**config.mk**
```make
export PLATFORM = sky130hd
export DESIGN_NAME = sorted_list_table_unit_flat
export DESIGN_NICKNAME = d
export VERILOG_FILES = /design/src/hdl/slt_pkg.sv /design/src/hdl/slt_req_if.sv /design/src/hdl/slt_rsp_if.sv /design/src/hdl/slt_ram.sv /design/src/hdl/sorted_list_table_unit.sv /design/src/flat_wrapper.sv
export SDC_FILE = /design/constraint.sdc
export NUM_CORES = 1
export LEC_CHECK = 0
export ABC_AREA = 1
export BUFFER_PORTS_ARGS = -buffer_cell sky130_fd_sc_hd__buf_2
export CORE_MARGIN = 4
export CORE_UTILIZATION = 59
export CTS_BUF_LIST = sky130_fd_sc_hd__clkbuf_8
export CTS_CLUSTER_DIAMETER = 200
export DETAILED_ROUTE_END_ITERATION = 6
export PLACE_DENSITY = 0.79
export SLEW_MARGIN = 20
export SYNTH_ARGS = -nofsm -noshare
export SYNTH_HDL_FRONTEND = slang
export SYNTH_SLANG_ARGS = --single-unit
```
**constraint.sdc**
```tcl
create_clock -name clk -period 3.1 [get_ports clk]
set_input_delay 0.31 -clock clk [delete_from_list [all_inputs] [get_ports clk]]
set_output_delay 0.31 -clock clk [all_outputs]
set_load 0.05 [all_outputs]
```
**src/hdl/slt_pkg.sv**
```systemverilog
// Shared types and codes for the sorted list table.
package slt_pkg;

	localparam int VALUE_W = 32;
	localparam int COUNT_W = 5;

	typedef logic [1:0] kind_t;
	localparam kind_t KIND_INSERT = 2'd0;
	localparam kind_t KIND_SEARCH = 2'd1;
	localparam kind_t KIND_REMOVE = 2'd2;

	typedef logic [1:0] status_t;
	localparam status_t STATUS_DONE   = 2'd0;
	localparam status_t STATUS_FULL   = 2'd1;
	localparam status_t STATUS_ABSENT = 2'd2;

	typedef enum logic [4:0] {
		ST_IDLE = 5'b00001,
		ST_SCAN = 5'b00010,
		ST_UP   = 5'b00100,
		ST_DOWN = 5'b01000,
		ST_FIN  = 5'b10000
	} state_t;

endpackage

```
**src/hdl/slt_req_if.sv**
```systemverilog
// Request channel: operation kind and operand value.
interface slt_req_if;
	import slt_pkg::*;

	logic                       valid;
	logic                       ready;
	kind_t                      kind;
	logic signed [VALUE_W-1:0]  value;

	modport source (output valid, output kind, output value, input ready);
	modport sink   (input valid, input kind, input value, output ready);
endinterface

```
**src/hdl/slt_rsp_if.sv**
```systemverilog
// Response channel: match flag, status, entry count and empty flag.
interface slt_rsp_if;
	import slt_pkg::*;

	logic                valid;
	logic                ready;
	logic                found;
	status_t             status;
	logic [COUNT_W-1:0]  entry_count;
	logic                is_empty;

	modport source (output valid, output found, output status, output entry_count,
		output is_empty, input ready);
	modport sink   (input valid, input found, input status, input entry_count,
		input is_empty, output ready);
endinterface

```
**src/hdl/slt_ram.sv**
```systemverilog
// Generic single-write, single-read RAM with registered read data.
module slt_ram #(
	parameter int WIDTH = 32,
	parameter int DEPTH = 16
) (
	input  logic                     clk,
	input  logic                     we,
	input  logic [$clog2(DEPTH)-1:0] waddr,
	input  logic [WIDTH-1:0]         wdata,
	input  logic [$clog2(DEPTH)-1:0] raddr,
	output logic [WIDTH-1:0]         rdata
);
	logic [WIDTH-1:0] mem [DEPTH];

	always_ff @(posedge clk) begin
		if (we) begin
			mem[waddr] <= wdata;
		end
		rdata <= mem[raddr];
	end
endmodule

```
**src/hdl/sorted_list_table_unit.sv**
```systemverilog
// Sorted list table: bounded ascending table of signed values, one RAM, one comparator.
//
//   req carries kind (insert, search, remove) and a signed value. A beat is
//   taken only while the unit is idle; ready drops for the whole operation.
//   rsp returns one beat per request: found, status, entry_count, is_empty.
//   Operations walk the table RAM one entry per cycle through a single
//   comparator: a linear scan finds the first entry >= value, then entries
//   are moved one slot per cycle to open or close a gap.
//   Search and a remove miss end after the scan; an insert then shifts the
//   entries from the match position on up one slot and writes the value;
//   a remove hit shifts the entries after the match down one slot. Insert
//   on full and unused kinds skip the table and go straight to the result.
//   One item at a time; the next request can be taken in the cycle after
//   the result is registered.
//   The result sits in an output register, so a new request is taken while
//   a previous result waits; a stalled rsp holds the next result in the
//   final state until the register frees up.
//   Reset empties the table (count to zero); RAM contents are not cleared.
module sorted_list_table_unit #(
	parameter int CAPACITY   = 16,
	parameter int VALUE_BITS = 32
) (
	input  logic      clk,
	input  logic      arst_n,
	slt_req_if.sink   req,
	slt_rsp_if.source rsp
);
	import slt_pkg::*;

	localparam int AW = $clog2(CAPACITY);
	localparam int CW = $clog2(CAPACITY + 1);

	state_t                        state_q;
	kind_t                         kind_q;
	logic signed [VALUE_BITS-1:0]  key_q;
	logic [CW-1:0]                 cnt_q;
	logic [CW-1:0]                 idx_q;
	logic [CW-1:0]                 cidx_q;
	logic [CW-1:0]                 rem_q;
	logic [CW-1:0]                 pos_q;
	logic                          pend_q;
	logic                          res_found_q;
	status_t                       res_status_q;

	logic                          rsp_valid_q;
	logic                          rsp_found_q;
	status_t                       rsp_status_q;
	logic [COUNT_W-1:0]            rsp_count_q;
	logic                          rsp_empty_q;

	logic signed [VALUE_BITS-1:0]  rd_data;
	logic                          rd_ge;
	logic                          rd_eq;
	logic                          scan_hit;
	logic                          scan_end;
	logic [CW-1:0]                 scan_pos;
	logic                          scan_eq;
	logic [CW-1:0]                 up_addr;
	logic [CW-1:0]                 dn_addr;
	logic                          we;
	logic [AW-1:0]                 waddr;
	logic [VALUE_BITS-1:0]         wdata;
	logic                          fin_take;

	slt_ram #(
		.WIDTH (VALUE_BITS),
		.DEPTH (CAPACITY)
	) u_ram (
		.clk   (clk),
		.we    (we),
		.waddr (waddr),
		.wdata (wdata),
		.raddr (idx_q[AW-1:0]),
		.rdata (rd_data)
	);

	// shared comparator
	assign rd_ge = rd_data >= key_q;
	assign rd_eq = rd_data == key_q;

	// pend_q marks that rd_data holds entry cidx_q
	assign scan_hit = pend_q && rd_ge;
	assign scan_end = !pend_q && (idx_q >= cnt_q);
	assign scan_pos = scan_hit ? cidx_q : cnt_q;
	assign scan_eq  = scan_hit && rd_eq;

	assign up_addr  = cidx_q + CW'(1);
	assign dn_addr  = cidx_q - CW'(1);
	assign fin_take = !rsp_valid_q || rsp.ready;

	always_comb begin
		we    = 1'b0;
		waddr = up_addr[AW-1:0];
		wdata = rd_data;
		unique case (state_q)
			ST_UP: begin
				if (pend_q) begin
					we = 1'b1;
				end else if (rem_q == '0) begin
					we    = 1'b1;
					waddr = pos_q[AW-1:0];
					wdata = key_q;
				end
			end
			ST_DOWN: begin
				we    = pend_q;
				waddr = dn_addr[AW-1:0];
			end
			default: begin
				we = 1'b0;
			end
		endcase
	end

	always_ff @(posedge clk or negedge arst_n) begin
		if (!arst_n) begin
			state_q      <= ST_IDLE;
			kind_q       <= KIND_INSERT;
			key_q        <= '0;
			cnt_q        <= '0;
			idx_q        <= '0;
			cidx_q       <= '0;
			rem_q        <= '0;
			pos_q        <= '0;
			pend_q       <= 1'b0;
			res_found_q  <= 1'b0;
			res_status_q <= STATUS_DONE;
			rsp_valid_q  <= 1'b0;
			rsp_found_q  <= 1'b0;
			rsp_status_q <= STATUS_DONE;
			rsp_count_q  <= '0;
			rsp_empty_q  <= 1'b1;
		end else begin
			// in ST_FIN a taken beat is replaced by the next result
			if (rsp_valid_q && rsp.ready && state_q != ST_FIN) begin
				rsp_valid_q <= 1'b0;
			end
			unique case (state_q)
				ST_IDLE: begin
					if (req.valid) begin
						kind_q       <= req.kind;
						key_q        <= VALUE_BITS'(req.value);
						idx_q        <= '0;
						pend_q       <= 1'b0;
						res_found_q  <= 1'b0;
						res_status_q <= STATUS_DONE;
						if (req.kind == KIND_INSERT && cnt_q == CW'(CAPACITY)) begin
							res_status_q <= STATUS_FULL;
							state_q      <= ST_FIN;
						end else if (req.kind == KIND_INSERT || req.kind == KIND_SEARCH ||
							req.kind == KIND_REMOVE) begin
							state_q <= ST_SCAN;
						end else begin
							state_q <= ST_FIN;
						end
					end
				end
				ST_SCAN: begin
					if (scan_hit || scan_end) begin
						pos_q  <= scan_pos;
						pend_q <= 1'b0;
						if (kind_q == KIND_INSERT) begin
							rem_q   <= cnt_q - scan_pos;
							idx_q   <= cnt_q - CW'(1);
							state_q <= ST_UP;
						end else if (kind_q == KIND_REMOVE && scan_eq) begin
							rem_q        <= cnt_q - scan_pos - CW'(1);
							idx_q        <= scan_pos + CW'(1);
							res_found_q  <= 1'b1;
							state_q      <= ST_DOWN;
						end else begin
							res_found_q  <= scan_eq;
							res_status_q <= scan_eq ? STATUS_DONE : STATUS_ABSENT;
							state_q      <= ST_FIN;
						end
					end else begin
						pend_q <= idx_q < cnt_q;
						cidx_q <= idx_q;
						idx_q  <= idx_q + CW'(1);
					end
				end
				ST_UP: begin
					if (rem_q != '0) begin
						pend_q <= 1'b1;
						cidx_q <= idx_q;
						idx_q  <= idx_q - CW'(1);
						rem_q  <= rem_q - CW'(1);
					end else begin
						pend_q <= 1'b0;
						if (!pend_q) begin
							cnt_q   <= cnt_q + CW'(1);
							state_q <= ST_FIN;
						end
					end
				end
				ST_DOWN: begin
					if (rem_q != '0) begin
						pend_q <= 1'b1;
						cidx_q <= idx_q;
						idx_q  <= idx_q + CW'(1);
						rem_q  <= rem_q - CW'(1);
					end else begin
						pend_q <= 1'b0;
						if (!pend_q) begin
							cnt_q   <= cnt_q - CW'(1);
							state_q <= ST_FIN;
						end
					end
				end
				ST_FIN: begin
					if (fin_take) begin
						rsp_valid_q  <= 1'b1;
						rsp_found_q  <= res_found_q;
						rsp_status_q <= res_status_q;
						rsp_count_q  <= COUNT_W'(cnt_q);
						rsp_empty_q  <= cnt_q == '0;
						state_q      <= ST_IDLE;
					end
				end
				default: begin
					state_q <= ST_IDLE;
				end
			endcase
		end
	end

	assign req.ready       = state_q == ST_IDLE;
	assign rsp.valid       = rsp_valid_q;
	assign rsp.found       = rsp_found_q;
	assign rsp.status      = rsp_status_q;
	assign rsp.entry_count = rsp_count_q;
	assign rsp.is_empty    = rsp_empty_q;

`ifndef SYNTHESIS
	a_count_bound: assert property (@(posedge clk) disable iff (!arst_n)
		cnt_q <= CW'(CAPACITY))
		else $error("entry count above capacity");

	a_count_moves: assert property (@(posedge clk) disable iff (!arst_n)
		cnt_q != $past(cnt_q) |-> $past(state_q) == ST_UP || $past(state_q) == ST_DOWN)
		else $error("entry count changed outside a move phase");

	a_busy_after_accept: assert property (@(posedge clk) disable iff (!arst_n)
		req.valid && req.ready |=> !req.ready)
		else $error("request taken while an operation was starting");

	a_found_done: assert property (@(posedge clk) disable iff (!arst_n)
		rsp.valid && rsp.found |-> rsp.status == STATUS_DONE)
		else $error("match reported with a failure status");
`endif
endmodule

```
**src/flat_wrapper.sv**
```systemverilog
// flat-port wrapper written by rule: the top's interface ports become plain ports
module sorted_list_table_unit_flat import slt_pkg::*;
#(
	parameter int CAPACITY   = 16,
	parameter int VALUE_BITS = 32
)
  (clk, arst_n, req_valid, req_kind, req_value, req_ready, rsp_valid, rsp_found, rsp_status, rsp_entry_count, rsp_is_empty, rsp_ready);
  slt_req_if req_i ();
  slt_rsp_if rsp_i ();
  input  logic clk;
  input  logic arst_n;
  input wire logic [$bits(req_i.valid)-1:0] req_valid;
  input wire logic [$bits(req_i.kind)-1:0] req_kind;
  input wire logic [$bits(req_i.value)-1:0] req_value;
  output wire logic [$bits(req_i.ready)-1:0] req_ready;
  output wire logic [$bits(rsp_i.valid)-1:0] rsp_valid;
  output wire logic [$bits(rsp_i.found)-1:0] rsp_found;
  output wire logic [$bits(rsp_i.status)-1:0] rsp_status;
  output wire logic [$bits(rsp_i.entry_count)-1:0] rsp_entry_count;
  output wire logic [$bits(rsp_i.is_empty)-1:0] rsp_is_empty;
  input wire logic [$bits(rsp_i.ready)-1:0] rsp_ready;
  assign req_i.valid = req_valid;
  assign req_i.kind = req_kind;
  assign req_i.value = req_value;
  assign req_ready = req_i.ready;
  assign rsp_valid = rsp_i.valid;
  assign rsp_found = rsp_i.found;
  assign rsp_status = rsp_i.status;
  assign rsp_entry_count = rsp_i.entry_count;
  assign rsp_is_empty = rsp_i.is_empty;
  assign rsp_i.ready = rsp_ready;
  sorted_list_table_unit #(.CAPACITY(CAPACITY), .VALUE_BITS(VALUE_BITS)) u_core (.clk(clk), .arst_n(arst_n), .req(req_i), .rsp(rsp_i));
endmodule
```
## Word-level counts from Yosys, hierarchy flattened

Memories as Yosys holds them, arrays and structs flattened. A register that Yosys moved wholly into a read port is not among the register bits.
Index checks and enable logic that the tools add are counted.

| storage, ports and cells | value |
|---|---|
| output and inout port bits | 11 |
| register bits | 77 |
| memory bits (writable) | 512 |
| logic and storage cells | 153 |
| memories kept | 1 |

| operators by class | value |
|---|---|
| multiplexer cells | 60 |
| $lt $le $gt $ge | 3 |
| reduce and logical (&&, ||, !) cells | 35 |
| add/sub/neg operators | 10 |
| equal/unequal tests | 28 |

Memory list:

| name | depth | bits a word | rd ports | clocked after Yosys merged registers in | wr ports | line | source |
|---|---|---|---|---|---|---|---|
| u_core.u_ram.mem | 16 | 32 | 1 | 1 | 1 | slt_ram.sv:13 | `logic [WIDTH-1:0] mem [DEPTH];` |

Operators with widths:

| operator | count |
|---|---|
| $mux W5 | 26 |
| $mux W32 | 3 |
| $pmux W5 S4 | 2 |
| $eq A32 B32 Y1 | 1 |
| $ge A32 B32 Y1 | 1 |
| $pmux W5 S2 | 3 |
| $ne A2 B2 Y1 const B | 10 |
| $reduce_and A5 Y1 | 4 |
| $sub A5 B1 Y5 const B | 4 |
| $add A5 B1 Y5 const B | 3 |
| $mux W1 | 14 |
| $eq A5 B5 Y1 const B | 2 |
| $logic_not A5 Y1 | 2 |
| $mux W2 | 5 |
| $ne A2 B1 Y1 const B | 5 |
| $mux W4 | 2 |
| $pmux W4 S2 | 1 |
| $reduce_and A2 Y1 | 4 |
| $reduce_and A4 Y1 | 2 |
| $logic_and A1 B1 Y1 | 7 |
| $reduce_bool A2 Y1 | 3 |
| $eq A5 B1 Y1 const B | 1 |
| $eq A5 B2 Y1 const B | 1 |
| $eq A5 B3 Y1 const B | 1 |
| other kinds (22) | 29 |

## Longest topological paths before layout

Gate-level depths: netlist of the first run.

| depth | value |
|---|---|
| word-level depth | 9 |
| depth in mapped cells | 30 |
| depth with buffers taken out | 30 |

## Cells and area by module

A second synthesis of the first run with hierarchy kept.

| unflattened totals | value |
|---|---|
| cells, all modules | 2866 |
| area total of the unflattened synthesis | 28308.4 um^2 |

By module, submodules not included:

| module | times used | cells an instance | area each (um^2) | sequential area each (um^2) |
|---|---|---|---|---|
| slt_ram | 1 | 2120 | 22730.6 | 16015.4 |
| sorted_list_table_unit | 1 | 746 | 5577.8 | 1929.4 |

## Worst setup path before layout of the first run

Ideal clock, no wire load.

| timing | value |
|---|---|
| path kind | flip-flop to flip-flop |
| start | register u_core.state_q[1] |
| end | memory u_core.u_ram.mem[13][0] (enable) |
| arrival time | 3038 ps |
| slack | -359 ps |
| stages on the path, launching flop included | 11 |
| data required time | 2679 ps |
| cells stage by stage | dfrtp_1 > nor2_1 > inv_1 > nor4_4 > nor2_1 > buf_2 > o22ai_1 > inv_1 > nor2_1 > nand2_1 > nor2_1 |

| on the way | value |
|---|---|
| longest elaborated chain between the ends | 4 |

Ends and longest elaborated chain:

| element | line | source |
|---|---|---|
| start, declared | sorted_list_table_unit.sv:33 | `state_t state_q;` |
| start signal, assigned | sorted_list_table_unit.sv:117 | `state_q <= ST_IDLE;` |
| start signal, assigned | sorted_list_table_unit.sv:149 | `state_q <= ST_FIN;` |
| start signal, assigned | sorted_list_table_unit.sv:152 | `state_q <= ST_SCAN;` |
| $eq A5 B4 Y1 or $eq A5 B3 Y1 (tied branches) | sorted_list_table_unit.sv:95 | `unique case (state_q)` |
| $pmux W1 S2 | sorted_list_table_unit.sv:95 |  |
| $mux W1 | slt_ram.sv:16 | `if (we) begin` |
| $mux W1 (implied by the code) | slt_ram.sv:17 | `mem[waddr] <= wdata;` |
| end, declared | slt_ram.sv:13 |  |

Several ways; a longest one is shown, not always the timed one.

## Worst setup path after layout of the first run

| timing | value |
|---|---|
| start | register u_core.key_q[23] |
| end | register u_core.rem_q[4] |

| on the way | value |
|---|---|
| longest elaborated chain between the ends | 9 |

Ends and longest elaborated chain:

| element | line | source |
|---|---|---|
| start, declared | sorted_list_table_unit.sv:35 | `logic signed [VALUE_BITS-1:0] key_q;` |
| start signal, assigned | sorted_list_table_unit.sv:142 | `key_q <= VALUE_BITS'(req.value);` |
| $ge A32 B32 Y1 * | sorted_list_table_unit.sv:78 | `assign rd_ge = rd_data >= key_q;` |
| $logic_and A1 B1 Y1 * | sorted_list_table_unit.sv:82 | `assign scan_hit = pend_q && rd_ge;` |
| $mux W5 * | sorted_list_table_unit.sv:84 | `assign scan_pos = scan_hit ? cidx_q : cnt_q;` |
| via u_core.scan_pos[0] | sorted_list_table_unit.sv:56 | `logic [CW-1:0] scan_pos;` |
| $sub A5 B5 Y5 * | sorted_list_table_unit.sv:163, sorted_list_table_unit.sv:167 |  |
| $sub A5 B1 Y5 | sorted_list_table_unit.sv:167 | `rem_q <= cnt_q - scan_pos - CW'(1);` |
| $mux W5 | sorted_list_table_unit.sv:166 | `end else if (kind_q == KIND_REMOVE && scan_eq) begin` |
| $mux W5 * | sorted_list_table_unit.sv:162 | `if (kind_q == KIND_INSERT) begin` |
| $mux W5 * | sorted_list_table_unit.sv:159 | `if (scan_hit \|\| scan_end) begin` |
| $pmux W5 S2 * | sorted_list_table_unit.sv:138 | `unique case (state_q)` |
| end signal, assigned | sorted_list_table_unit.sv:163 | `rem_q <= cnt_q - scan_pos;` |
| end signal, assigned | sorted_list_table_unit.sv:167 |  |
| end signal, assigned | sorted_list_table_unit.sv:187 | `rem_q <= rem_q - CW'(1);` |
| end, declared | sorted_list_table_unit.sv:39 | `logic [CW-1:0] rem_q;` |

Mark *: on every way through the listed nets, which the timed path passes. The rest lies on a longest branch. The select of a mux whose other input is x is not followed.
A chain may end at the register's enable or synchronous reset.

==> summary.md, run 1 <==
| Metric | Value |
|---|---|
| Combinational Power Share | 39.6% |
| Diodes inserted | 0 |
| Total congestion overflow | 0 |
| Non-Filler Instances | 3106 |
| Crit path cell chain | inv_2 -> ha_4 -> a21oi_1 -> o21a_1 -> nand2_4 -> a21oi_4 -> nand3_1 -> nand3_2 -> nand3_2 -> nand2_4 -> ha_4 -> inv_4 -> fa_2 -> inv_2 -> ha_4 -> nand2_4 -> nor3_4 -> xnor2_1 -> inv_1 -> buf_4 -> nor2_2 -> o21ai_1 -> nand2_1 |
| Port Buffers | 48 |
| Critical R2R Capture | u_core.rem_q[4] |
| First-pass GRT wire length | around 110 mm |
| Inserted Clock Buffers | 94 |
| Worst-case reg-to-reg path depth | 23 |
| RSZ-0062 raised after global routing | yes |
| Worst R2R Start | u_core.key_q[23] |
| Primary FF master, synth | edfxtp_1 |
| Slew Viols, Final | 0 |
| Wire length per cell | 22.69 um |
| Post-route cell area | 31290 um^2 |
| Pre-CTS setup slack | -557.2 ps |
| Number of DRC markers in iteration 0 | roughly 2700 |
| # fillers | 2734 |
| Synth warn | 0 |
| Top post-synthesis cells by count | 512 x edfxtp_1, 366 x o21ai_0, 317 x nor2_1, 271 x nand2_1, 109 x clkbuf_1 |
| Skew final | 44.14 ps |
| Worst Tran Pin Value | 1169 ps |
| Most frequent cell after synthesis | edfxtp_1 |
| Area delta synth->final | 21.39% |
| Crit end category | register |
| Busiest grt layer | met2 |
| Clock Latency Late Sink | between 600 and 700 ps |
| Asr flop ratio synth | 12.40% |
| Number of antenna-violating nets in the routed design | 0 |
| Via-to-Cell Ratio | approximately 6 |
| CP max stage cell | fa_2 |
| Ports | 49 |
| Final WL | 70.47 mm |
| Antenna violations before repair | 0 |
| XOR/XNOR Fraction of Synth Area | 0.7816% |
| GPL Wtd Cong | 0.9208 |
| GRT Util Overall | 29.27% |
| DRC | 8 |
| Die width | 217.0 um |
| Dpl cells | 2849 |
| Simple-Gate Fraction of Synth Area | around 11% |
| Largest net degree at the start of global routing | around 260 |
| Core box area | about 43000 um^2 |
| Maxcap violations | 0 |
| Largest cells by area after synthesis | edfxtp_1 60%, dfrtp_1 7.3%, o21ai_0 7.1% |
| Cell Area, Synth | 25770 um^2 |
| CTS root buf | clkbuf_8 |
| Largest family of logic cells by synthesized area | compound AO/OA/AOI/OAI gates |
| Area of the multi-input gates | 7749 um^2 |
| Tot Pwr | 29.88 mW |
| Ratio of cells with drive above 1 in the final layout | 21.58% |
| Post-route minimum period | ~3500 ps |
| HPWL after DPL | 37.89 mm |
| Hold Violations, Final | 0 |
| Min-Delay Path Class | input port to asynchronous set/reset pin |
| Fmax | 282.4 MHz |
| Slew HR | 22.04% |
| Total Die Area | 47090 um^2 |
| Starting Density | around 60% |
| Worst path max stage delay | 560 ps |
| P_leak | approximately 12 nW |
| Sequential share of the synthesized area | 69.62% |
| Max rail drop VDD | slightly above 0.9 mV |
| Pwr/cell area | approximately 950 nW/um^2 |
| Top cell type's share of synthesized area | around three fifths |
| Clock Pin Slew Worst Setup and Hold Paths | approximately 60 ps |
| Final setup fails | 5 |
| Clock power share | a little under a quarter |
| Register area | 17950 um^2 |
| Worst Setup SP | u_core.key_q[23] |
| Cell count after synthesis | about 2200 |
| Placed cell area | around 28000 um^2 |
| Mux share of post-synthesis cell area | 0% |
| Internal power consumption | 18.46 mW |
| EDFF count, synth | 512 |
| Cell accounting for the most synthesized area | edfxtp_1 |
| Sw Share | 38.20% |
| Vias in the first global route | 19060 |
| Depth of the CTS H-tree | 3 |
| CTS Buffer Depth | 3 |
| CP required | ~3700 ps |
| Fin Hold WS | 241.1 ps |
| Syn avg cell area | 11.79 um^2 |
| Failing checks | DRC, setup timing |
| Net Count, Synth | 2277 |
| Synth unique cells | 47 |
| Die height | 217.0 um |
| Sequential share of power | 37.8% |
| Fin nets | between 2000 and 3000 |
| Synthesized-area fraction occupied by adder cells | under 10% |
| GR Layer Usage met1 | 38.92% |
| Site row count | 76 |
| R2r setup slk | -440 ps |
| CTS tree | built |
| Synth Register Bits | 621 |
| Arr. time, crit path | just over 4000 ps |
| Setup WS post-layout | -441.5 ps |
| Worst-path maximum fanout | 3 |
| Clock Sinks | 621 |
| Fin crit share | 114.2% |
| Status | complete, but fails checks |
| Vias | 19130 |
| Crit start category | register |
| GR Util met2 | 47.55% |
| Critical setup path kind | register to register |
| Router iterations before antenna repair | 7 |
| Compound-Gate Fraction of Synth Area | 12.54% |
| GR Util met3 | 5.376% |
| Sw Pwr | 11.41 mW |
power by group through the flow:
stage | Sequential, mW | Clock, mW | Combinational (mW)
after global routing | 11.3 | 7.21 | 12.8
after detailed placement | 11.3 | 0 | 10.1
after global placement | 11.3 | 0 | 9.63
after CTS | 11.3 | 6.80 | 11.1
final | 11.3 | 6.74 | 11.8
after floorplan | 11.4 | 0 | 6.28
sequential cells by signal, indices dropped and copies added (netlist names):
register	count
u_core.key_q	32
u_core.kind_q	2
u_core.pos_q	4
u_core.rsp.is_empty	1
u_core.rsp.status	2
u_core.cnt_q	5
u_core.res_status_q	2
u_core.rsp.found	1
u_core.u_ram.rdata	32
u_core.rsp.valid	1
u_core.res_found_q	1
u_core.rsp.entry_count	5
u_core.u_ram.mem	512
u_core.rem_q	5
u_core.cidx_q	5
u_core.idx_q	5
u_core.pend_q	1
u_core.state_q	5
critical path: cells and delay by family (launching register included):
| family | cells | cell delay [ps] |
|---|---|---|
| adders and majority gates | 4 | 1060 |
| AOI/OAI and AO/OA | 4 | 770 |
| and+or+nand+nor | 9 | 750 |
| DFF | 1 | 370 |
| buffers and inverters | 5 | 370 |
| xor gates and xnor gates | 1 | 120 |
metrics by stage:
stage | util, % | setup TNS, ps
after global placement | 64.94 | -1319
after global routing | 72.48 | -2456
after detailed placement | 64.94 | -1968
final | 72.48 | -1794
after CTS | 71.85 | -1157
after floorplan | - | -123470
cell usage in the layout (no fill, tap or decap), types with 4 or more instances in the layout:
cell,count
dfxtp_1,32
nor3_1,4
inv_6,4
ha_4,23
clkbuf_8,112
nor2_4,27
nand3_1,75
buf_6,7
clkinv_1,14
dfrtp_1,72
o211ai_1,23
o22ai_1,81
buf_4,152
buf_2,47
o21ai_0,353
a21oi_2,11
nor2_1,286
a21oi_1,18
inv_1,102
xor2_1,12
inv_2,28
nor2_2,10
o221ai_1,50
ha_1,28
nand4_1,5
nand2_2,26
xnor2_1,8
clkinv_2,13
edfxtp_1,512
nand2_4,12
dlygate4sd3_1,37
buf_12,33
o21ai_1,13
nand3_2,6
nand2_1,240
worst max path at each step:
| stage | to | slack (ps) | cells past startpoint |
|---|---|---|---|
| after floorplan | u_core.u_ram.mem[13][0] | -360 | 10 |
| after global placement | u_core.rem_q[4] | -430 | 27 |
| after detailed placement | u_core.rem_q[4] | -560 | 25 |
| after CTS | u_core.rem_q[4] | -300 | 24 |
| after global routing | u_core.rem_q[4] | -560 | 28 |
| final | u_core.rem_q[4] | -440 | 23 |
what timing repair did:
item                       in CTS  in global routing
hold endpoints to repair       82                  0
setup endpoints to repair       5                536
gates cloned                    0                  1
hold buffers                   37                  0
gates resized for setup        98                 48
setup buffers                  35                 12
pin swaps                      38                 43
metal layers:
layer / part of all wire (%) / routed length, um / vias up
met2: 48 / 33960 / 1217
met5: 0 / 0 / -
met4: 4.1 / 2908 / 0
met1: 37 / 26370 / 9282
met3: 10 / 7231 / 231
li1: - / - / 8401
area by class of cell:
class	count	share of cell area (%)
timing repair buffer	278	8.114
tap	585	2.339
sequential	621	57.38
clock buffer	112	4.927
multi-input combinational	1341	24.77
clock inverter	65	1.192
inverter	104	1.284
kinds of logic (layout without fill, tap and decap cells):
logic type                 Yosys count  after routing
buffers and inverters              225            559
adders and majority gates           52             52
and+or+nand+nor                    700            700
DFF                                621            621
AOI/OAI and AO/OA                  566            566
xor gates and xnor gates            23             23
Note: power is estimated with default switching activity, not from simulation.
==> run 2, diff against run 1 <==
--- a/config.mk
+++ b/config.mk
@@ -6,12 +6,12 @@
 export NUM_CORES = 1
 export LEC_CHECK = 0
 export ABC_AREA = 1
-export BUFFER_PORTS_ARGS = -buffer_cell sky130_fd_sc_hd__buf_2
 export CORE_MARGIN = 4
-export CORE_UTILIZATION = 59
+export CORE_UTILIZATION = 60
 export CTS_BUF_LIST = sky130_fd_sc_hd__clkbuf_8
 export CTS_CLUSTER_DIAMETER = 200
 export DETAILED_ROUTE_END_ITERATION = 6
+export DONT_BUFFER_PORTS = 1
 export PLACE_DENSITY = 0.79
 export SLEW_MARGIN = 20
 export SYNTH_ARGS = -nofsm -noshare
==> run 2 against run 1 <==
Net effect: the run still ends with DRC, setup timing left; clock power is 5.9% lower; combinational power is 8% lower; hold slack worse by 150 ps; highest routed layer unchanged; worst setup slack better by 41 ps.
==> summary.md, run 2 (synthesized netlist as in run 1, its figures left out) <==
| Metric | Value |
|---|---|
| # fillers | 2660 (was 2734) |
| Slew Viols, Final | 0 (unchanged) |
| Inserted Clock Buffers | 95 (was 94) |
| Number of DRC markers in iteration 0 | 2609 (was 2715) |
| Sw Share | 37.97% (was 38.20%) |
| Most frequent cells in the layout | 512 x edfxtp_1, 353 x o21ai_0, 290 x nor2_1 (was 512 x edfxtp_1, 353 x o21ai_0, 286 x nor2_1) |
| DRC | 1 (was 8) |
| RSZ-0062 raised after global routing | yes (unchanged) |
| HPWL after DPL | 36.51 mm (was 37.89 mm) |
| Crit start category | register (unchanged) |
| Critical setup path kind | register to register (unchanged) |
| Clock Sinks | 621 (unchanged) |
| Area of the multi-input gates | 7515 um^2 (was 7749 um^2) |
| Setup WS post-layout | -400.1 ps (was -441.5 ps) |
| Arr. time, crit path | 4060 ps (was 4110 ps) |
| Area delta synth->final | 17.11% (was 21.39%) |
| Max reg flops | 512 (unchanged) |
| GPL Wtd Cong | 0.9214 (was 0.9208) |
| Depth of the CTS H-tree | 3 (unchanged) |
| Worst Setup SP | u_core.key_q[17] (was u_core.key_q[23]) |
| Vias in the first global route | 18480 (was 19060) |
| Max rail drop VDD | 0.7973 mV (was 0.9155 mV) |
| Die height | 215.3 um (was 217.0 um) |
| Antenna violations before repair | 1 (was 0) |
| Reg with most FFs | u_core.u_ram.mem (unchanged) |
| Pwr/cell area | 943.6 nW/um^2 (was 954.9 nW/um^2) |
| Wire length per cell | 22.64 um (was 22.69 um) |
| CP max stage cell | dfrtp_1 (was fa_2) |
| Sequential share of power | 39.8% (was 37.8%) |
| Fmax | 285.7 MHz (was 282.4 MHz) |
| Port Buffers | 0 (was 48) |
| Largest regs | u_core.u_ram.mem x512, u_core.key_q x32, u_core.u_ram.rdata x32 (unchanged) |
| Router iterations before antenna repair | 7 (unchanged) |
| Largest net degree at the start of global routing | 261 (unchanged) |
| Internal power consumption | 17.67 mW (was 18.46 mW) |
| Hold Violations, Final | 0 (unchanged) |
| Clock Pin Slew Worst Setup and Hold Paths | 70 ps (was 60 ps) |
| Number of antenna-violating nets in the routed design | 0 (unchanged) |
| Crit-path most repeated cell | nand2_1 |
| Failing checks | DRC, setup timing (unchanged) |
| P_leak | 11.18 nW (was 11.65 nW) |
| Combinational Power Share | 38.0% (was 39.6%) |
| Ports | 49 (unchanged) |
| Core box area | 42230 um^2 (was 43170 um^2) |
| CTS root buf | clkbuf_8 (unchanged) |
| Post-route minimum period | 3500 ps (was 3541 ps) |
| Slew HR | 14.31% (was 22.04%) |
| CTS Buffer Depth | 3 (unchanged) |
| Post-layout util | 71.48% (was 72.48%) |
| Worst path max stage delay | 380 ps (was 560 ps) |
| Worst R2R Start | u_core.key_q[17] (was u_core.key_q[23]) |
| Fin nets | 2438 (was 2530) |
| CTS tree | built (unchanged) |
| Clock Latency Late Sink | 690 ps (was 680 ps) |
| Vias | 18570 (was 19130) |
| Starting Density | 61.04% (was 59.70%) |
| Status | complete, but fails checks (unchanged) |
| Min-Delay Path Class | input port to register (was input port to asynchronous set/reset pin) |
| Die width | 215.3 um (was 217.0 um) |
| Skew final | 45.27 ps (was 44.14 ps) |
| Register area | 17950 um^2 (unchanged) |
| Clock power share | 22.2% (was 22.6%) |
| Worst-path maximum fanout | 3 (unchanged) |
| Hold_sp | req_valid |
| Tot Pwr | 28.48 mW (was 29.88 mW) |
| Final WL | 67.23 mm (was 70.47 mm) |
| Crit end category | register (unchanged) |
| Total congestion overflow | 0 (unchanged) |
| Sw Pwr | 10.81 mW (was 11.41 mW) |
| Maxcap violations | 0 (unchanged) |
| Total Die Area | 46340 um^2 (was 47090 um^2) |
| Site row count | 75 (was 76) |
| Worst Tran Pin Value | 1285 ps (was 1169 ps) |
| CP required | 3660 ps (about the same) |
| Final setup fails | 4 (was 5) |
| GRT Util Overall | 28.55% (was 29.27%) |
| Commonest non-fill, non-tap cell in the layout | edfxtp_1 (unchanged) |
| Ratio of cells with drive above 1 in the final layout | 15.88% (was 21.58%) |
| Via-to-Cell Ratio | 6.254 (was 6.159) |
| Fin crit share | 112.9% (was 114.2%) |
| Pre-CTS setup slack | -487.1 ps (was -557.2 ps) |
| First-pass GRT wire length | 102.6 mm (was 106.4 mm) |
run 2: worst paths after layout:
| check | to | slack [ps] | cells past startpoint |
|---|---|---|---|
| worst max-delay path | u_core.rem_q[4] | -400 | 28 |
| worst min-delay path | u_core.kind_q[1] | 90 | 3 |
| worst max register to register | u_core.rem_q[4] | -400 | 28 |
| worst min register to register | u_core.pos_q[1] | 490 | 2 |
| max in group asynchronous | u_core.key_q[18] | 2480 | 2 |
| min in group asynchronous | u_core.rem_q[4] | 200 | 2 |
run 2: power by group through the flow:
stage / clock network, mW / registers (mW) / logic [mW]
after global routing: 6.84 / 11.4 / 11.8
final: 6.34 / 11.3 / 10.8
after floorplan: 0 / 11.4 / 6.28
after detailed placement: 0 / 11.5 / 9.75
after global placement: 0 / 11.4 / 9.32
after CTS: 6.40 / 11.3 / 10.2
run 2: what timing repair did:
item,in CTS,in global routing
pin swaps,21,19
buffers inserted,4,3
hold buffers,38,0
hold endpoints to repair,118,0
endpoints found under the setup margin,516,331
resized for setup,39,45
run 2: cell type report:
cell class | instances | share of cell area (%)
repair buffers | 185 | 6.098
well taps | 539 | 2.234
clock inverters | 73 | 1.128
diodes | 1 | 0.008291
flip-flops and latches | 621 | 59.48
clock buffers | 106 | 4.833
inverters | 104 | 1.322
multi-input cells | 1341 | 24.90
run 2: routing by layer:
metal  share of wire, %  GRT usage [%]  vias to the layer above
met2                 49          46.94                     1190
met3                 10          5.198                      211
met1                 37          37.33                     8949
li1                   -              -                     8223
met4                4.1          13.40                        0
met5                  0              0                        -
run 2: per-stage QoR:
step,setup TNS (ps),hold WS [ps],cell area (um^2),std cells
after global routing,-1993,88.19,30180,2970
final,-1250,89.28,30180,2970
after detailed placement,-74450,18.00,27560,2745
after floorplan,-123470,14.41,25840,2187
after CTS,-1010,51.60,29970,2966
after global placement,-53790,18.36,27560,2745
run 2: critical path: cells and delay by family (launching register included):
kind | cells | cell delay, ps
DFF | 1 | 380
AOI/OAI and AO/OA | 4 | 750
buffers and inverters | 6 | 590
adders and majority gates | 2 | 460
and+or+nand+nor | 15 | 1050
xor gates and xnor gates | 1 | 150
